[src/rtl/core/lru_pkg.sv]
// Shared constants and types for the LRU page replacement block.
package lru_pkg;

  localparam int FRAMES     = 8;
  localparam int PAGE_BITS  = 16;
  localparam int STAMP_BITS = 32;
  localparam int FAULT_BITS = 32;
  localparam int IDX_W      = $clog2(FRAMES);
  localparam int CNT_W      = 4;

  typedef logic [IDX_W-1:0]      frame_idx_t;
  typedef logic [PAGE_BITS-1:0]  page_t;
  typedef logic [STAMP_BITS-1:0] stamp_t;

  // Write port of the frame table.
  typedef struct packed {
    logic       en;
    frame_idx_t idx;
    page_t      page;
    stamp_t     stamp;
  } frame_wr_t;

  // Contents of one frame.
  typedef struct packed {
    logic   valid;
    page_t  page;
    stamp_t stamp;
  } frame_rd_t;

endpackage

[src/rtl/core/lru_frame_store.sv]
// Frame table: valid bits, page numbers and last-use stamps.
module lru_frame_store import lru_pkg::*; (
  input  logic       clk,
  input  logic       rst_n,
  input  frame_wr_t  wr,
  input  frame_idx_t rd_idx,
  output frame_rd_t  rd
);

  logic [FRAMES-1:0] valid_r;
  page_t             page_r  [FRAMES];
  stamp_t            stamp_r [FRAMES];

  always_ff @(posedge clk) begin
    if (!rst_n) begin
      valid_r <= '0;
    end else if (wr.en) begin
      valid_r[wr.idx] <= 1'b1;
    end
  end

  always_ff @(posedge clk) begin
    if (wr.en) begin
      page_r[wr.idx]  <= wr.page;
      stamp_r[wr.idx] <= wr.stamp;
    end
  end

  assign rd.valid = valid_r[rd_idx];
  assign rd.page  = page_r[rd_idx];
  assign rd.stamp = stamp_r[rd_idx];

endmodule

[src/rtl/core/lru_page_replacement.sv]
// Top level: LRU page replacement with a frame scan sequencer.
//
//   channel | direction | handshake       | payload
//   in_     | input     | in_valid/stall  | page_number
//   out_    | output    | out_valid/stall | hit, frame_index, evicted_valid,
//           |           |                 | evicted_page, fault_total
//   cfg_    | input     | cfg_valid/ready | frames_in_use
//
// For each item one compare unit visits the frames in use, clamped to the
// table, one frame per cycle, looking for a hit, the first empty frame and
// the smallest stamp; a commit step then follows.
// Reset (synchronous, active low) empties all frames, clears the use clock and
// the fault count, and sets frames in use to eight. A stalled result holds
// the commit; the next item is still taken while a result waits.
module lru_page_replacement import lru_pkg::*; (
  input  logic              clk,
  input  logic              rst_n,
  input  logic              in_valid,
  output logic              in_stall,
  input  logic [15:0]       in_page_number,
  output logic              out_valid,
  input  logic              out_stall,
  output logic              out_hit,
  output logic [2:0]        out_frame_index,
  output logic              out_evicted_valid,
  output logic [15:0]       out_evicted_page,
  output logic [31:0]       out_fault_total,
  input  logic              cfg_valid,
  output logic              cfg_ready,
  input  logic [CNT_W-1:0]  cfg_frames_in_use
);

  typedef enum logic [1:0] {ST_IDLE, ST_SCAN, ST_COMMIT} state_t;

  state_t                state_r;
  logic [CNT_W-1:0]      frames_in_use_r;
  page_t                 page_r;
  frame_idx_t            scan_idx_r;
  frame_idx_t            last_idx_r;
  logic                  found_r;
  frame_idx_t            hit_idx_r;
  logic                  empty_r;
  frame_idx_t            empty_idx_r;
  stamp_t                best_stamp_r;
  frame_idx_t            best_idx_r;
  page_t                 best_page_r;
  stamp_t                use_clock_r;
  logic [FAULT_BITS-1:0] fault_count_r;
  logic                  out_valid_r;
  logic                  out_hit_r;
  frame_idx_t            out_idx_r;
  logic                  out_ev_valid_r;
  page_t                 out_ev_page_r;
  logic [FAULT_BITS-1:0] out_fault_r;

  frame_wr_t             wr;
  frame_rd_t             rd;
  stamp_t                clock_nxt;
  logic [FAULT_BITS-1:0] fault_nxt;
  frame_idx_t            slot_nxt;
  frame_idx_t            last_idx_nxt;
  logic                  in_accept;
  logic                  commit_go;

  lru_frame_store u_store (
    .clk    (clk),
    .rst_n  (rst_n),
    .wr     (wr),
    .rd_idx (scan_idx_r),
    .rd     (rd)
  );

  assign in_accept = in_valid && !in_stall;
  assign commit_go = (state_r == ST_COMMIT) && (!out_valid_r || !out_stall);
  assign in_stall  = (state_r != ST_IDLE);
  assign cfg_ready = 1'b1;

  // Zero acts as one frame, anything above the table size as the full table.
  always_comb begin
    if (frames_in_use_r == '0) begin
      last_idx_nxt = '0;
    end else if (frames_in_use_r > CNT_W'(FRAMES)) begin
      last_idx_nxt = IDX_W'(FRAMES - 1);
    end else begin
      last_idx_nxt = IDX_W'(frames_in_use_r - CNT_W'(1));
    end
  end

  always_comb begin
    clock_nxt = (use_clock_r == '1) ? use_clock_r : use_clock_r + STAMP_BITS'(1);
    if (found_r || fault_count_r == '1) begin
      fault_nxt = fault_count_r;
    end else begin
      fault_nxt = fault_count_r + FAULT_BITS'(1);
    end
    priority if (found_r) begin
      slot_nxt = hit_idx_r;
    end else if (empty_r) begin
      slot_nxt = empty_idx_r;
    end else begin
      slot_nxt = best_idx_r;
    end
  end

  always_comb begin
    wr.en    = commit_go;
    wr.idx   = slot_nxt;
    wr.page  = page_r;
    wr.stamp = clock_nxt;
  end

  always_ff @(posedge clk) begin
    if (!rst_n) begin
      state_r         <= ST_IDLE;
      frames_in_use_r <= CNT_W'(FRAMES);
      use_clock_r     <= '0;
      fault_count_r   <= '0;
      out_valid_r     <= 1'b0;
    end else begin
      if (cfg_valid && cfg_ready) begin
        frames_in_use_r <= cfg_frames_in_use;
      end
      // A commit in the same cycle reloads the result register instead.
      if (out_valid_r && !out_stall && !commit_go) begin
        out_valid_r <= 1'b0;
      end
      unique case (state_r)
        ST_IDLE: begin
          if (in_accept) begin
            page_r     <= in_page_number;
            scan_idx_r <= '0;
            last_idx_r <= last_idx_nxt;
            found_r    <= 1'b0;
            empty_r    <= 1'b0;
            state_r    <= ST_SCAN;
          end
        end
        ST_SCAN: begin
          if (rd.valid && rd.page == page_r && !found_r) begin
            found_r   <= 1'b1;
            hit_idx_r <= scan_idx_r;
          end
          if (!rd.valid && !empty_r) begin
            empty_r     <= 1'b1;
            empty_idx_r <= scan_idx_r;
          end
          // Strict less-than keeps the lowest index on equal stamps.
          if (scan_idx_r == '0 || rd.stamp < best_stamp_r) begin
            best_stamp_r <= rd.stamp;
            best_idx_r   <= scan_idx_r;
            best_page_r  <= rd.page;
          end
          if (scan_idx_r == last_idx_r) begin
            state_r <= ST_COMMIT;
          end else begin
            scan_idx_r <= scan_idx_r + IDX_W'(1);
          end
        end
        ST_COMMIT: begin
          if (commit_go) begin
            use_clock_r    <= clock_nxt;
            fault_count_r  <= fault_nxt;
            out_valid_r    <= 1'b1;
            out_hit_r      <= found_r;
            out_idx_r      <= slot_nxt;
            out_ev_valid_r <= !found_r && !empty_r;
            out_ev_page_r  <= (!found_r && !empty_r) ? best_page_r : '0;
            out_fault_r    <= fault_nxt;
            state_r        <= ST_IDLE;
          end
        end
        default: begin
          state_r <= ST_IDLE;
        end
      endcase
    end
  end

  assign out_valid         = out_valid_r;
  assign out_hit           = out_hit_r;
  assign out_frame_index   = out_idx_r;
  assign out_evicted_valid = out_ev_valid_r;
  assign out_evicted_page  = out_ev_page_r;
  assign out_fault_total   = out_fault_r;

endmodule
[config.mk]
export PLATFORM = sky130hd
export DESIGN_NAME = lru_page_replacement
export DESIGN_NICKNAME = d
export VERILOG_FILES = /design/src/rtl/core/lru_pkg.sv /design/src/rtl/core/lru_frame_store.sv /design/src/rtl/core/lru_page_replacement.sv
export SDC_FILE = /design/constraint.sdc
export NUM_CORES = 1
export LEC_CHECK = 0
export ABC_AREA = 1
export BUFFER_PORTS_ARGS = -buffer_cell sky130_fd_sc_hd__buf_2
export CORE_MARGIN = 4
export CORE_UTILIZATION = 35
export DETAILED_ROUTE_END_ITERATION = 8
export PLACE_DENSITY = 0.53
export SYNTH_ARGS = -nofsm -noshare
export SYNTH_HDL_FRONTEND = slang
export SYNTH_HIERARCHICAL = 1
export SYNTH_SLANG_ARGS = --single-unit
[constraint.sdc]
create_clock -name clk -period 11.5 [get_ports clk]
set_input_delay 2.3 -clock clk [delete_from_list [all_inputs] [get_ports clk]]
set_output_delay 2.3 -clock clk [all_outputs]
set_load 0.005 [all_outputs]
## Word level (Yosys, flattened, before mapping)

Memory sizes are Yosys's and may differ from the RTL's. A register that Yosys moved wholly into a read port is not among the register bits.
Cells that the tools add are included.

- Add/sub/neg operators: 4
- $lt $le $gt $ge: 5
- Equal/unequal tests: 12
- Muxes and demuxes: 28
- Bitwise logic cells: 1
- Reduce and logical (&&, ||, !) cells: 34

Operator list:

| operator | count |
|---|---|
| $add A32 B1 Y32 const B | 2 |
| $eq A32 B32 Y1 const B | 2 |
| $mux W32 | 2 |
| $lt A32 B32 Y1 | 1 |
| $mux W3 | 7 |
| $reduce_and A3 Y1 | 6 |
| $eq A16 B16 Y1 | 1 |
| $ne A2 B2 Y1 const B | 6 |
| $reduce_and A4 Y1 | 3 |
| $mux W1 | 10 |
| $logic_and A1 B1 Y1 | 9 |
| $lt A3 B4 Y1 const B | 2 |
| $or A8 B8 Y8 | 1 |
| $logic_not A1 Y1 | 7 |
| $mux W2 | 3 |
| $pmux W2 S3 | 1 |
| $pmux W3 S2 | 1 |
| $gt A4 B4 Y1 const B | 1 |
| $logic_not A4 Y1 | 1 |
| $pmux W1 S2 | 2 |
| $reduce_bool A2 Y1 | 2 |
| $add A3 B1 Y3 const B | 1 |
| $bmux W1 S3 | 1 |
| $demux W1 S3 | 1 |
| 9 further kinds | 11 |

- Bits in registers: 213
- Memory bits (writable): 384
- Input port bits: 25
- Output and inout bits: 56
- Logic and storage cells: 107
- Memories: 2

Memories:

| memory | words | bits a word | read ports | clocked after Yosys merged registers in | write ports | line | source |
|---|---|---|---|---|---|---|---|
| u_store.stamp_r | 8 | 32 | 1 | 1 | 1 | lru_frame_store.sv:12 | `stamp_t stamp_r [FRAMES];` |
| u_store.page_r | 8 | 16 | 1 | 1 | 1 | lru_frame_store.sv:11 | `page_t page_r [FRAMES];` |

## Longest topological paths before layout

Gate-level depths: netlist (run 1).

- Word-level depth: 8
- Depth in mapped cells: 22
- Depth with buffers taken out: 19

## Hierarchy

Netlist (run 1), hierarchy kept.

By module, submodules not included:

| module | instances | cells an instance | area an instance (um^2) | sequential area each (um^2) |
|---|---|---|---|---|
| lru_frame_store | 1 | 1731 | 17159.0 | 11691.2 |
| lru_page_replacement | 1 | 1329 | 10734.0 | 5445.2 |

## Worst setup path after synthesis (run 1)

OpenSTA, ideal clock, no wires.

- Path type: input port to flip-flop
- Start: input out_stall
- End: register out_ev_page_r[0], in the netlist out_evicted_page[0] (enable)
- Library setup time: 0.464 ns
- Data arrival time: 5.210 ns
- Data required time: 11.036 ns
- Path slack: 5.826 ns
- Stages on the path: 7
- Buffers on the path: 2
- Path through: nand2_1 -> inv_1 -> nor2_1 -> inv_1 -> buf_2 -> buf_1 -> nor2_1

- Cells in the longest elaborated chain, start to end: 4

Ends and longest elaborated chain:

| element | line | source |
|---|---|---|
| start: declaration | lru_page_replacement.sv:22 | `input logic out_stall,` |
| $logic_not A1 Y1 | lru_page_replacement.sv:74 | `assign commit_go = (state_r == ST_COMMIT) && (!out_valid_r \|\| !out_stall);` |
| $logic_or A1 B1 Y1 | lru_page_replacement.sv:74 |  |
| $logic_and A1 B1 Y1 | lru_page_replacement.sv:74 |  |
| $reduce_and A3 Y1 (no line) | n/a |  |
| end signal: assignment | lru_page_replacement.sv:167 | `out_ev_page_r <= (!found_r && !empty_r) ? best_page_r : '0;` |
| end: declaration | lru_page_replacement.sv:53 | `page_t out_ev_page_r;` |

No other way between the ends.
A chain may end at the register's enable or synchronous reset.

## Final worst setup path (run 1)

- Start: register scan_idx_r[0]
- End: register best_stamp_r[9] (enable)

- Cells in the longest elaborated chain, start to end: 3

Ends and longest elaborated chain:

| element | line | source |
|---|---|---|
| start: declaration | lru_page_replacement.sv:38 | `frame_idx_t scan_idx_r;` |
| start signal: assignment | lru_page_replacement.sv:156 | `scan_idx_r <= scan_idx_r + IDX_W'(1);` |
| $logic_not A3 Y1 | lru_page_replacement.sv:148 | `if (scan_idx_r == '0 \|\| rd.stamp < best_stamp_r) begin` |
| $logic_or A1 B1 Y1 | lru_page_replacement.sv:148 |  |
| $reduce_and A3 Y1 (no line) | n/a |  |
| end signal: assignment | lru_page_replacement.sv:149 | `best_stamp_r <= rd.stamp;` |
| end: declaration | lru_page_replacement.sv:44 | `stamp_t best_stamp_r;` |

No other way between the ends.

==> summary.txt, run 1 <==
P_sw - 1100 uW
RR Startpoint - scan_idx_r[0]$_SDFFCE_PN0P_
Net Count, Synth - 3121
Gate power share - 0.065
Synth area leaders - edfxtp_1, nand2_1, inv_1
Rows - 103
Sw Ratio - 0.232
starting density of the core - 0.353
dpl cell area - 29200 sq um
placeable core region - 79000 sq um
post-CTS sizing - 0
CP endpoint kind - register
Setup-failing EPs final - 0
type of origin of the critical path - register
Die ar. - 84300 sq um
Fin. Hold Viols - 0
crit path DAT - 5.87 ns
largest net degree at the start of global routing - 205
max cap viols - 0
post-cts hold buffer count - 0
Max VDD drop - 0.0000837 V
vias in the first global route - 18400
crit path kind - reg2reg
Clock Path Buffers - 3
post-route insts no fill - 4225
Period minus WS final - 5.63 ns
DRC Markers - 0
Pre-Repair DR Iteration Count - 5
chip height - 290 microns
status - finished clean
sequential power share - 0.502
r2r worst-path depth - 17
Post-DRT Antenna Nets - 0
most common cell in the netlist - nand2_1
Final Hold Slack - 0.460 ns
Root Buffer - clkbuf_16
cts bufs inserted - 66
Mapped Avg Cell Area - 9.12 sq um
fmax - 177 MHz
top_reg_cell synth - edfxtp_1
worst reg-to-reg setup slack - 5.87 ns
crit path from - scan_idx_r[0]$_SDFFCE_PN0P_
RePlAce Congestion - 0.840
Gate Count Post-Synth - 3060
Fill cells - 7877
CTS tree - yes
dpl cells - 4103
power per cell area - 152 nW/um^2
Slew HR - 0.296
Post-synth top cells - nand2_1, inv_1, edfxtp_1, nand3_1, nor2_1
crit path capture - best_stamp_r[9]$_DFFE_PP_
register bit count reported by yosys - 597
1st-iter DRT viols - 1227
Final #Nets - 3182
clock skew - 0.0194 ns
Tcrit/Tclk final - 0.490
IO Port Bufs - 79
FF-to-FF End - best_stamp_r[9]$_DFFE_PP_
internal power - 3650 uW
DR vias - 19200
Worst Hold Launch - u_store/valid_r[3]$_SDFFE_PN0P_
DP HPWL - 38800 microns
CTS sink count - 597
Final Util - 0.396
# IOs - 81
Worst-path clk slew - 0.06 ns
setup bufs post-CTS - 0
aggregate global-route resource usage - 0.158
drt wl/cell - 16.0 microns
Synth Cell Area - 27900 sq um
Post-synth EDFFs - 518
unrepaired setup endpoints after global routing - false
antenna violations before repair - 2
clk_lat worst skew - 0.60 ns
Layout Area Growth over Synthesis - 12.2%
Min-Delay Path Class - reg2reg
yosys warns - 6
Synth async-reset ratio - 0
post-synth top area share - 0.558
design area - 31300 sq um
post-synth cell types - 40
sequential fraction of the synthesis area - 0.614
Worst Tran Pin Value - 1.05 ns
Final Max Tran Viols - 0
Final TNS setup - 0 ns
Clk network pwr share - 0.433
first-pass GRT wire length - 106000 microns
H-tree levels - 3
Die W - 290 microns
vias per inst - 4.56
DRT Wirelength - 67700 microns
Congestion Overflow GR - 0
Critical Path Fanout Max - 204
worst path required time - 11.74 ns
layout cells sized above 1 - 0.0835
LEAKAGE - 0.0140 uW
cell taking the most area after synthesis - edfxtp_1
[routing by layer]
metal | share of wire | GRT usage | up-vias
li1 | - | - | 9778
met4 | 0.024 | 0.0422 | 0
met5 | 0 | 0 | -
met2 | 0.46 | 0.260 | 360
met1 | 0.47 | 0.218 | 9000
met3 | 0.045 | 0.0274 | 107
[logic make-up (layout without fill, tap and decap cells)]
group / count (synthesis) / in the layout / share of synthesized area
fa+ha+maj: 36 / 36 / 0.0161
buf+inv: 743 / 856 / 0.108
compound gates: 157 / 157 / 0.0301
simple gates: 1505 / 1505 / 0.224
xor+xnor: 21 / 21 / 0.00686
flops: 597 / 597 / 0.614
other cells: 1 / 3 / 0.000134
[worst min-delay path by stage]
stage / end / slack, ns / cells after the start
floorplan: u_store/valid_r[0]$_SDFFE_PN0P_ / 0.44 / 2
global placement: u_store/valid_r[6]$_SDFFE_PN0P_ / 0.44 / 2
detailed placement: u_store/valid_r[0]$_SDFFE_PN0P_ / 0.45 / 2
CTS: u_store/valid_r[0]$_SDFFE_PN0P_ / 0.46 / 2
global route: u_store/valid_r[1]$_SDFFE_PN0P_ / 0.49 / 2
finish: u_store/valid_r[3]$_SDFFE_PN0P_ / 0.46 / 2
[power by group through the flow]
stage / clock network, uW / logic (uW) / registers (uW)
2_1_floorplan: 0 / 227 / 2430
3_3_place_gp: 0 / 310 / 2430
5_1_grt: 2210 / 351 / 2390
6_report: 2060 / 307 / 2390
3_5_place_dp: 0 / 311 / 2430
4_1_cts: 2120 / 313 / 2390
[flip-flops by register name, summed over array words and instances (netlist names), 4 cells and up]
name and flops:
best_page_r 16, best_stamp_r 32, fault_count_r 32, frames_in_use_r 4, out_evicted_page 16, out_fault_total 32, page_r 16, u_store/page_r 128
u_store/stamp_r 256, u_store/valid_r 8, use_clock_r 32
[worst max-delay path: stages, from the launching register on]
cell and delay [ns]:
edfxtp_1 0.41, buf_12 0.33, inv_6 0.83, buf_4 0.82, nand2_1 0.12, nand3_1 0.11, nand2_1 0.06, nand2_1 0.05
nand2_1 0.10, ha_1 0.30, a21oi_1 0.15, nor2_1 0.06, nor3_1 0.17, a21oi_1 0.09, nor2_1 0.13, nand2_1 0.11
a21oi_4 0.66, buf_4 0.58
[per-stage QoR]
stage | total power (uW) | worst slack (ns)
global route | 4950 | 5.35
finish | 4750 | 5.87
CTS | 4820 | 5.75
detailed placement | 2740 | 5.80
global placement | 2740 | 5.86
floorplan | 2660 | 5.83
[cell type report]
cell class              count  area, sq um  share of cell area
repair buffers            100          566              0.0181
inverters                 636         2390              0.0765
diodes                      2         5.00            0.000160
clock buffers              86         1830              0.0585
well taps                1050         1310              0.0420
multi-input cells        1720         7770               0.248
flip-flops and latches    597        17100               0.548
clock inverters            34          273             0.00872
[cell usage in the layout (no fill, tap or decap), drive strengths merged, types with 5 or more instances in the layout]
cell,Yosys,final
or2,9,9
nor2,156,156
o21ai,63,63
ha,36,36
clkbuf,27,86
xnor2,5,5
clkinv,1,28
nor3,39,39
buf,80,100
nand3,290,290
nand2,987,987
dfxtp,79,79
nand4,18,18
xor2,16,16
edfxtp,518,518
a21oi,84,84
inv,635,637
Note: power is estimated with default switching activity, not from simulation.
==> inputs of run 2 (changes only) <==
Settings changed: PLACE_DENSITY 0.53 to 0.55.
Clock period 11.5 ns to 4.59 ns, I/O delays scaled along.
==> run 2 against run 1 <==
Effect of this change:
- first-iteration DRC count shrank 2.0%
- highest routed layer is now met5
- final cell count increased by 0.24%
- largest power group unchanged
- critical endpoint unchanged
- routed wire length down 0.38%
==> summary.txt, run 2 (same netlist as run 1, synthesis figures left out) <==
Die W - 290 microns (unchanged)
Fin. Hold Viols - 0 (unchanged)
Final #Nets - 3195 (+0.41%)
biggest regs - u_store/stamp_r x256, u_store/page_r x128
RePlAce Congestion - 0.858 (+2.2%)
post-route insts no fill - 4235 (+0.24%)
Slew HR - 0.260 (-0.0358)
Min-Delay Path Class - reg2reg
Most flops, register - u_store/stamp_r
Period minus WS final - 3.68 ns (-1.95 ns)
vias per inst - 4.58 (+0.49%)
dpl cells - 4114 (+0.27%)
Final TNS setup - 0 ns (unchanged)
worst path required time - 4.90 ns (-6.84 ns)
DP HPWL - 39700 microns (+2.3%)
CTS tree - yes
power per cell area - 382 nW/um^2 (+150%)
crit path DAT - 3.99 ns (-1.88 ns)
max cap viols - 0 (unchanged)
Max VDD drop - 0.000240 V (+190%)
Post-DRT Antenna Nets - 0 (unchanged)
Pre-Repair DR Iteration Count - 7 (+2)
Critical Path Fanout Max - 203 (-0.49%)
unrepaired setup endpoints after global routing - false
Layout Area Growth over Synthesis - 13.1%
first-pass GRT wire length - 107000 microns (+0.75%)
IO Port Bufs - 79 (unchanged)
Clock Path Buffers - 3 (unchanged)
Root Buffer - clkbuf_16
Worst Tran Pin Value - 1.11 ns (+0.0572 ns)
Largest register FFs - 256 (unchanged)
DRT Wirelength - 67400 microns (-0.38%)
status - finished clean
post-cts hold buffer count - 0 (unchanged)
clock skew - 0.0267 ns (+0.00729 ns)
chip height - 290 microns (unchanged)
setup bufs post-CTS - 0 (unchanged)
Rows - 103 (unchanged)
commonest non-fill, non-tap cell in the layout - nand2_1
largest net degree at the start of global routing - 204 (-0.49%)
antenna violations before repair - 3 (+1)
DR vias - 19400 (+0.73%)
fmax - 272 MHz (+53%)
clk_lat worst skew - 0.61 ns (about the same)
Die ar. - 84300 sq um (unchanged)
drt wl/cell - 15.9 microns (-0.62%)
CTS sink count - 597 (unchanged)
1st-iter DRT viols - 1203 (-2.0%)
H-tree levels - 3 (unchanged)
LEAKAGE - 0.0141 uW (+0.78%)
aggregate global-route resource usage - 0.159 (+0.000444)
Tcrit/Tclk final - 0.802 (+0.312)
DRC Markers - 0 (unchanged)
vias in the first global route - 18900 (+3.1%)
post-CTS sizing - 0 (unchanged)
layout cells sized above 1 - 0.0879 (+0.00442)
placeable core region - 79000 sq um (unchanged)
Worst-path clk slew - 0.06 ns (about the same)
Final Max Tran Viols - 0 (unchanged)
type of origin of the critical path - register
commonest non-fill, non-tap cells in the layout - nand2_1, inv_1, edfxtp_1, nand3_1, nor2_1
# IOs - 81 (unchanged)
crit path kind - reg2reg
Setup-failing EPs final - 0 (unchanged)
Congestion Overflow GR - 0 (unchanged)
cts bufs inserted - 68 (+3.0%)
CP endpoint kind - register
starting density of the core - 0.353 (unchanged)
## run 2: metal layers
metal  vias to the layer above  part of all wire  track usage
met5                         -           0.00010            0
met4                         2             0.024       0.0421
met3                       119             0.050       0.0280
met2                       405              0.47        0.266
met1                      9072              0.46        0.214
li1                       9787                 -            -
## run 2: area by class of cell
type / instances / area [sq um]
antenna: 1 / 2.50
clock buffer: 88 / 1800
clock inverter: 32 / 363
fill: 7858 / 47400
inverter: 636 / 2390
multi-input combinational: 1720 / 7770
sequential: 597 / 17100
tap: 1050 / 1310
timing repair buffer: 111 / 773
## run 2: stage by stage
| stage | hold slack (ns) | cell area (sq um) | utilization | worst slack [ns] | power, uW |
|---|---|---|---|---|---|
| finish | 0.454 | 31600 | 0.399 | 0.908 | 12100 |
| floorplan | 0.435 | 27900 | - | 0.298 | 6650 |
| detailed placement | 0.448 | 29400 | 0.372 | 0.933 | 6890 |
| CTS | 0.435 | 31500 | 0.399 | 0.906 | 12200 |
| global placement | 0.443 | 29400 | 0.372 | 0.997 | 6890 |
| global route | 0.445 | 31500 | 0.399 | 0.585 | 12600 |
## run 2: critical path: stages (launching register included)
cell      delay (ns)
edfxtp_1        0.46
buf_12          0.67
nand2_1         0.12
nand3_1         0.12
nand2_1         0.06
nand2_1         0.06
nand2_1         0.12
ha_1            0.33
nand2_1         0.08
nor2_1          0.14
nand4_1         0.14
nor4_1          0.24
nand2_1         0.09
nand2_1         0.10
a21oi_4         0.06
buf_4           0.26
## run 2: power by group
group | switching (uW) | internal [uW]
combinational | 549 | 233
sequential | 45.8 | 5940
clock | 2220 | 3080
total | 2810 | 9250
## run 2: path summary, 6_finish.rpt
check	from	to	slack, ns	depth (start not counted)
setup reg to reg	scan_idx_r[0]$_SDFFCE_PN0P_	best_stamp_r[9]$_DFFE_PP_	0.91	15
hold reg to reg	u_store/valid_r[4]$_SDFFE_PN0P_	u_store/valid_r[4]$_SDFFE_PN0P_	0.45	2
setup / recovery	scan_idx_r[0]$_SDFFCE_PN0P_	best_stamp_r[9]$_DFFE_PP_	0.91	15
hold / removal	u_store/valid_r[4]$_SDFFE_PN0P_	u_store/valid_r[4]$_SDFFE_PN0P_	0.45	2
==> inputs of run 3 (changes only) <==
Settings changed: ABC_AREA 1 to 0, PLACE_DENSITY 0.55 to 0.53.
Clock period 4.59 ns to 3.6 ns, I/O delays scaled along.
==> run 3 against run 2 <==
Effect of this change:
- global-route usage is 1.6 points lower
- register-to-register slack got worse by 0.82 ns
- non-clock buffer count up 66
- critical path type unchanged
- combinational power is 11% higher
- largest cell class unchanged
- power is 27% higher
- worst hold slack worse by 0.15 ns
- synthesized area decreased by 11%
- cell area shrank 6.1%
- clock-buffer cell count up 3
- final cell count fell by 37%
==> summary.txt, run 3 <==
status - finished clean
crit path capture - best_stamp_r[20]$_DFFE_PP_
Final Max Tran Viols - 0 (unchanged)
clock skew - 0.0230 ns (-0.00374 ns)
setup ws final - 0.0842 ns (-0.824 ns)
max cap viols - 0 (unchanged)
Largest register FFs - 256 (unchanged)
commonest non-fill, non-tap cell in the layout - edfxtp_1
Mapped Avg Cell Area - 16.4 sq um (+80%)
fmax - 284 MHz (+4.7%)
Rows - 97 (-5.8%)
vias per inst - 5.05 (+10%)
Fill cells - 6304 (-20%)
top_reg_cell synth - edfxtp_1
Synth Cell Area - 24800 sq um (-11%)
CP endpoint kind - register
crit path DAT - 3.81 ns (-0.18 ns)
Clock Path Buffers - 3 (unchanged)
FF-to-FF End - best_stamp_r[20]$_DFFE_PP_
sequential fraction of the synthesis area - 0.692 (+0.0776)
DR vias - 13500 (-30%)
Pre-Repair DR Iteration Count - 5 (-2)
CTS tree - yes
critical path, cell by cell - buf_12, buf_16, buf_4, mux4_2, mux2_4, ha_4, a21oi_2, nand2_1, a221o_1, a31o_4, a21oi_4, buf_8, clkbuf_16
LEAKAGE - 0.0101 uW (-28%)
Max VDD drop - 0.000322 V (+34%)
Synth area leaders - edfxtp_1, mux4_2, dfxtp_1
chip height - 274 microns (-5.6%)
1st-iter DRT viols - 895 (-26%)
cell taking the most area after synthesis - edfxtp_1
Post-Route M1 WL - 25500 microns (-17%)
Slew HR - 0.278 (+0.0174)
Final #Nets - 1742 (-45%)
post-synth top area share - 0.628 (+0.0704)
vias in the first global route - 13800 (-27%)
power per cell area - 515 nW/um^2 (+35%)
H-tree levels - 3 (unchanged)
DRC Markers - 0 (unchanged)
RePlAce Congestion - 0.754 (-12%)
Post-synth top cells - edfxtp_1, mux4_2, dfxtp_1, nand2_1, nor2_1
dpl cells - 2529 (-39%)
Final TNS setup - 0 ns (unchanged)
IO Port Bufs - 79 (unchanged)
WL met3 - 2250 microns (-33%)
Setup-failing EPs final - 0 (unchanged)
pre-CTS setup slack - -0.0341 ns (-0.967 ns)
CP peak stage delay - 0.48 ns (-0.19 ns)
crit path from - scan_idx_r[0]$_SDFFCE_PN0P_
Gate Count Post-Synth - 1508 (-51%)
Most flops, register - u_store/stamp_r
Post-DRT Antenna Nets - 0 (unchanged)
Die ar. - 75100 sq um (-11%)
cts bufs inserted - 66 (-2.9%)
register bit count reported by yosys - 597 (unchanged)
post-route insts no fill - 2674 (-37%)
Critical Path Fanout Max - 8 (-96%)
Layout Area Growth over Synthesis - 19.6%
Min-Delay Path Class - in2reg
CP max-delay cell - mux4_2
placeable core region - 70000 sq um (-11%)
# IOs - 81 (unchanged)
DRT Wirelength - 55000 microns (-18%)
largest net degree at the start of global routing - 55 (-73%)
Net Count, Synth - 1569 (-50%)
drt wl/cell - 20.6 microns (+29%)
Root Buffer - clkbuf_16
met2 WL - 26400 microns (-17%)
aggregate global-route resource usage - 0.143 (-0.0158)
starting density of the core - 0.354 (+0.000564)
RR Startpoint - scan_idx_r[0]$_SDFFCE_PN0P_
Post-synth EDFFs - 518 (unchanged)
Fin. Hold Viols - 0 (unchanged)
type of origin of the critical path - register
layout cells sized above 1 - 0.268 (+0.180)
worst reg-to-reg setup slack - 0.08 ns (-0.82 ns)
biggest regs - u_store/stamp_r x256, u_store/page_r x128
commonest non-fill, non-tap cells in the layout - edfxtp_1, mux4_2, dfxtp_1, buf_2, clkbuf_16
Worst-path clk slew - 0.06 ns (about the same)
Synth async-reset ratio - 0 (unchanged)
post-cts hold buffer count - 0 (unchanged)
Period minus WS final - 3.52 ns (-0.166 ns)
crit path kind - reg2reg
r2r worst-path depth - 13 (-2)
DP HPWL - 32400 microns (-18%)
CTS sink count - 597 (unchanged)
clk_lat worst skew - 0.59 ns (-0.02 ns)
worst path required time - 3.89 ns (-1.01 ns)
yosys warns - 6 (unchanged)
Tcrit/Tclk final - 0.977 (+0.174)
most common cell in the netlist - edfxtp_1
Worst Tran Pin Value - 1.08 ns (-0.0300 ns)
Congestion Overflow GR - 0 (unchanged)
DR top layer - met4
first-pass GRT wire length - 82900 microns (-22%)
Tot Pwr - 15300 uW (+27%)
Die W - 274 microns (-5.6%)
antenna violations before repair - 1 (-2)
post-synth cell types - 64 (+60%)
==> run 3: cell types whose count changed after synthesis, moves of 31 or more <==
cell     delta
xor2_1     +33
nand3_1   -260
or3_1      +36
nand2_1   -905
nor2_1     -85
mux2_2     +40
inv_1     -580
xnor2_1    +31
mux4_2     +98
==> run 3: worst min-delay path by stage <==
| stage | startpoint | end | slack, ns | depth (start not counted) |
|---|---|---|---|---|
| after floorplan | u_store/valid_r[1]$_SDFFE_PN0P_ | u_store/valid_r[1]$_SDFFE_PN0P_ | 0.44 | 1 |
| after global placement | u_store/valid_r[6]$_SDFFE_PN0P_ | u_store/valid_r[6]$_SDFFE_PN0P_ | 0.44 | 1 |
| after detailed placement | u_store/valid_r[1]$_SDFFE_PN0P_ | u_store/valid_r[1]$_SDFFE_PN0P_ | 0.45 | 1 |
| after CTS | in_page_number[12] | page_r[12]$_DFFE_PP_ | 0.25 | 1 |
| after global routing | in_page_number[8] | page_r[8]$_DFFE_PP_ | 0.26 | 1 |
| final | in_page_number[12] | page_r[12]$_DFFE_PP_ | 0.30 | 1 |
==> run 3: layer usage <==
layer | global-route usage | vias to the layer above
met1 | 0.200 | 6915
met5 | 0 | -
met2 | 0.232 | 262
met4 | 0.0412 | 0
li1 | - | 6271
met3 | 0.0238 | 65
==> run 3: metrics by stage <==
stage / utilization / area (sq um) / hold slack, ns
3_3_place_gp: 0.385 / 26900 / 0.441
3_5_place_dp: 0.385 / 26900 / 0.454
6_report: 0.423 / 29600 / 0.300
2_1_floorplan: - / 24900 / 0.435
4_1_cts: 0.416 / 29100 / 0.248
5_1_grt: 0.423 / 29600 / 0.263
==> run 3: repair_timing <==
item	4_1_cts	5_1_grt
setup endpoints to repair	51	52
gates resized for setup	3	27
pin swaps	0	7
gates cloned	0	11
setup buffers	0	13
==> run 3: cells by family (layout without fill, tap and decap cells) <==
group,after synthesis,after routing,synth area share
AOI/OAI and AO/OA,162,162,0.0411
muxes,160,160,0.118
and+or+nand+nor,352,352,0.0786
adders and majority gates,36,36,0.0182
buffers and inverters,116,341,0.0221
DFF,597,597,0.692
other,1,2,0.000151
xor gates and xnor gates,84,84,0.0297
==> run 3: worst max-delay path, delay by kind of cell, from the launching register on <==
| family | cells | cell delay [ns] |
|---|---|---|
| buf+inv | 5 | 0.79 |
| mux | 2 | 0.77 |
| simple gates | 1 | 0.09 |
| compound gates | 4 | 0.88 |
| fa+ha+maj | 1 | 0.23 |
| flops | 1 | 0.42 |
==> run 3: area by class of cell <==
class	count	area, sq um	share of cell area
well taps	940	1180	0.0397
diodes	1	2.50	0.0000845
repair buffers	177	1640	0.0554
multi-input cells	795	7300	0.247
clock buffers	91	1840	0.0621
clock inverters	29	358	0.0121
flip-flops and latches	597	17100	0.579
inverters	44	165	0.00558
==> run 3: power breakdown <==
| part | switching [uW] | internal (uW) | leakage (uW) |
|---|---|---|---|
| clock network | 2710 | 4100 | 0.00107 |
| registers | 41.7 | 7540 | 0.00540 |
| logic | 429 | 442 | 0.00365 |
| total | 3180 | 12100 | 0.0101 |
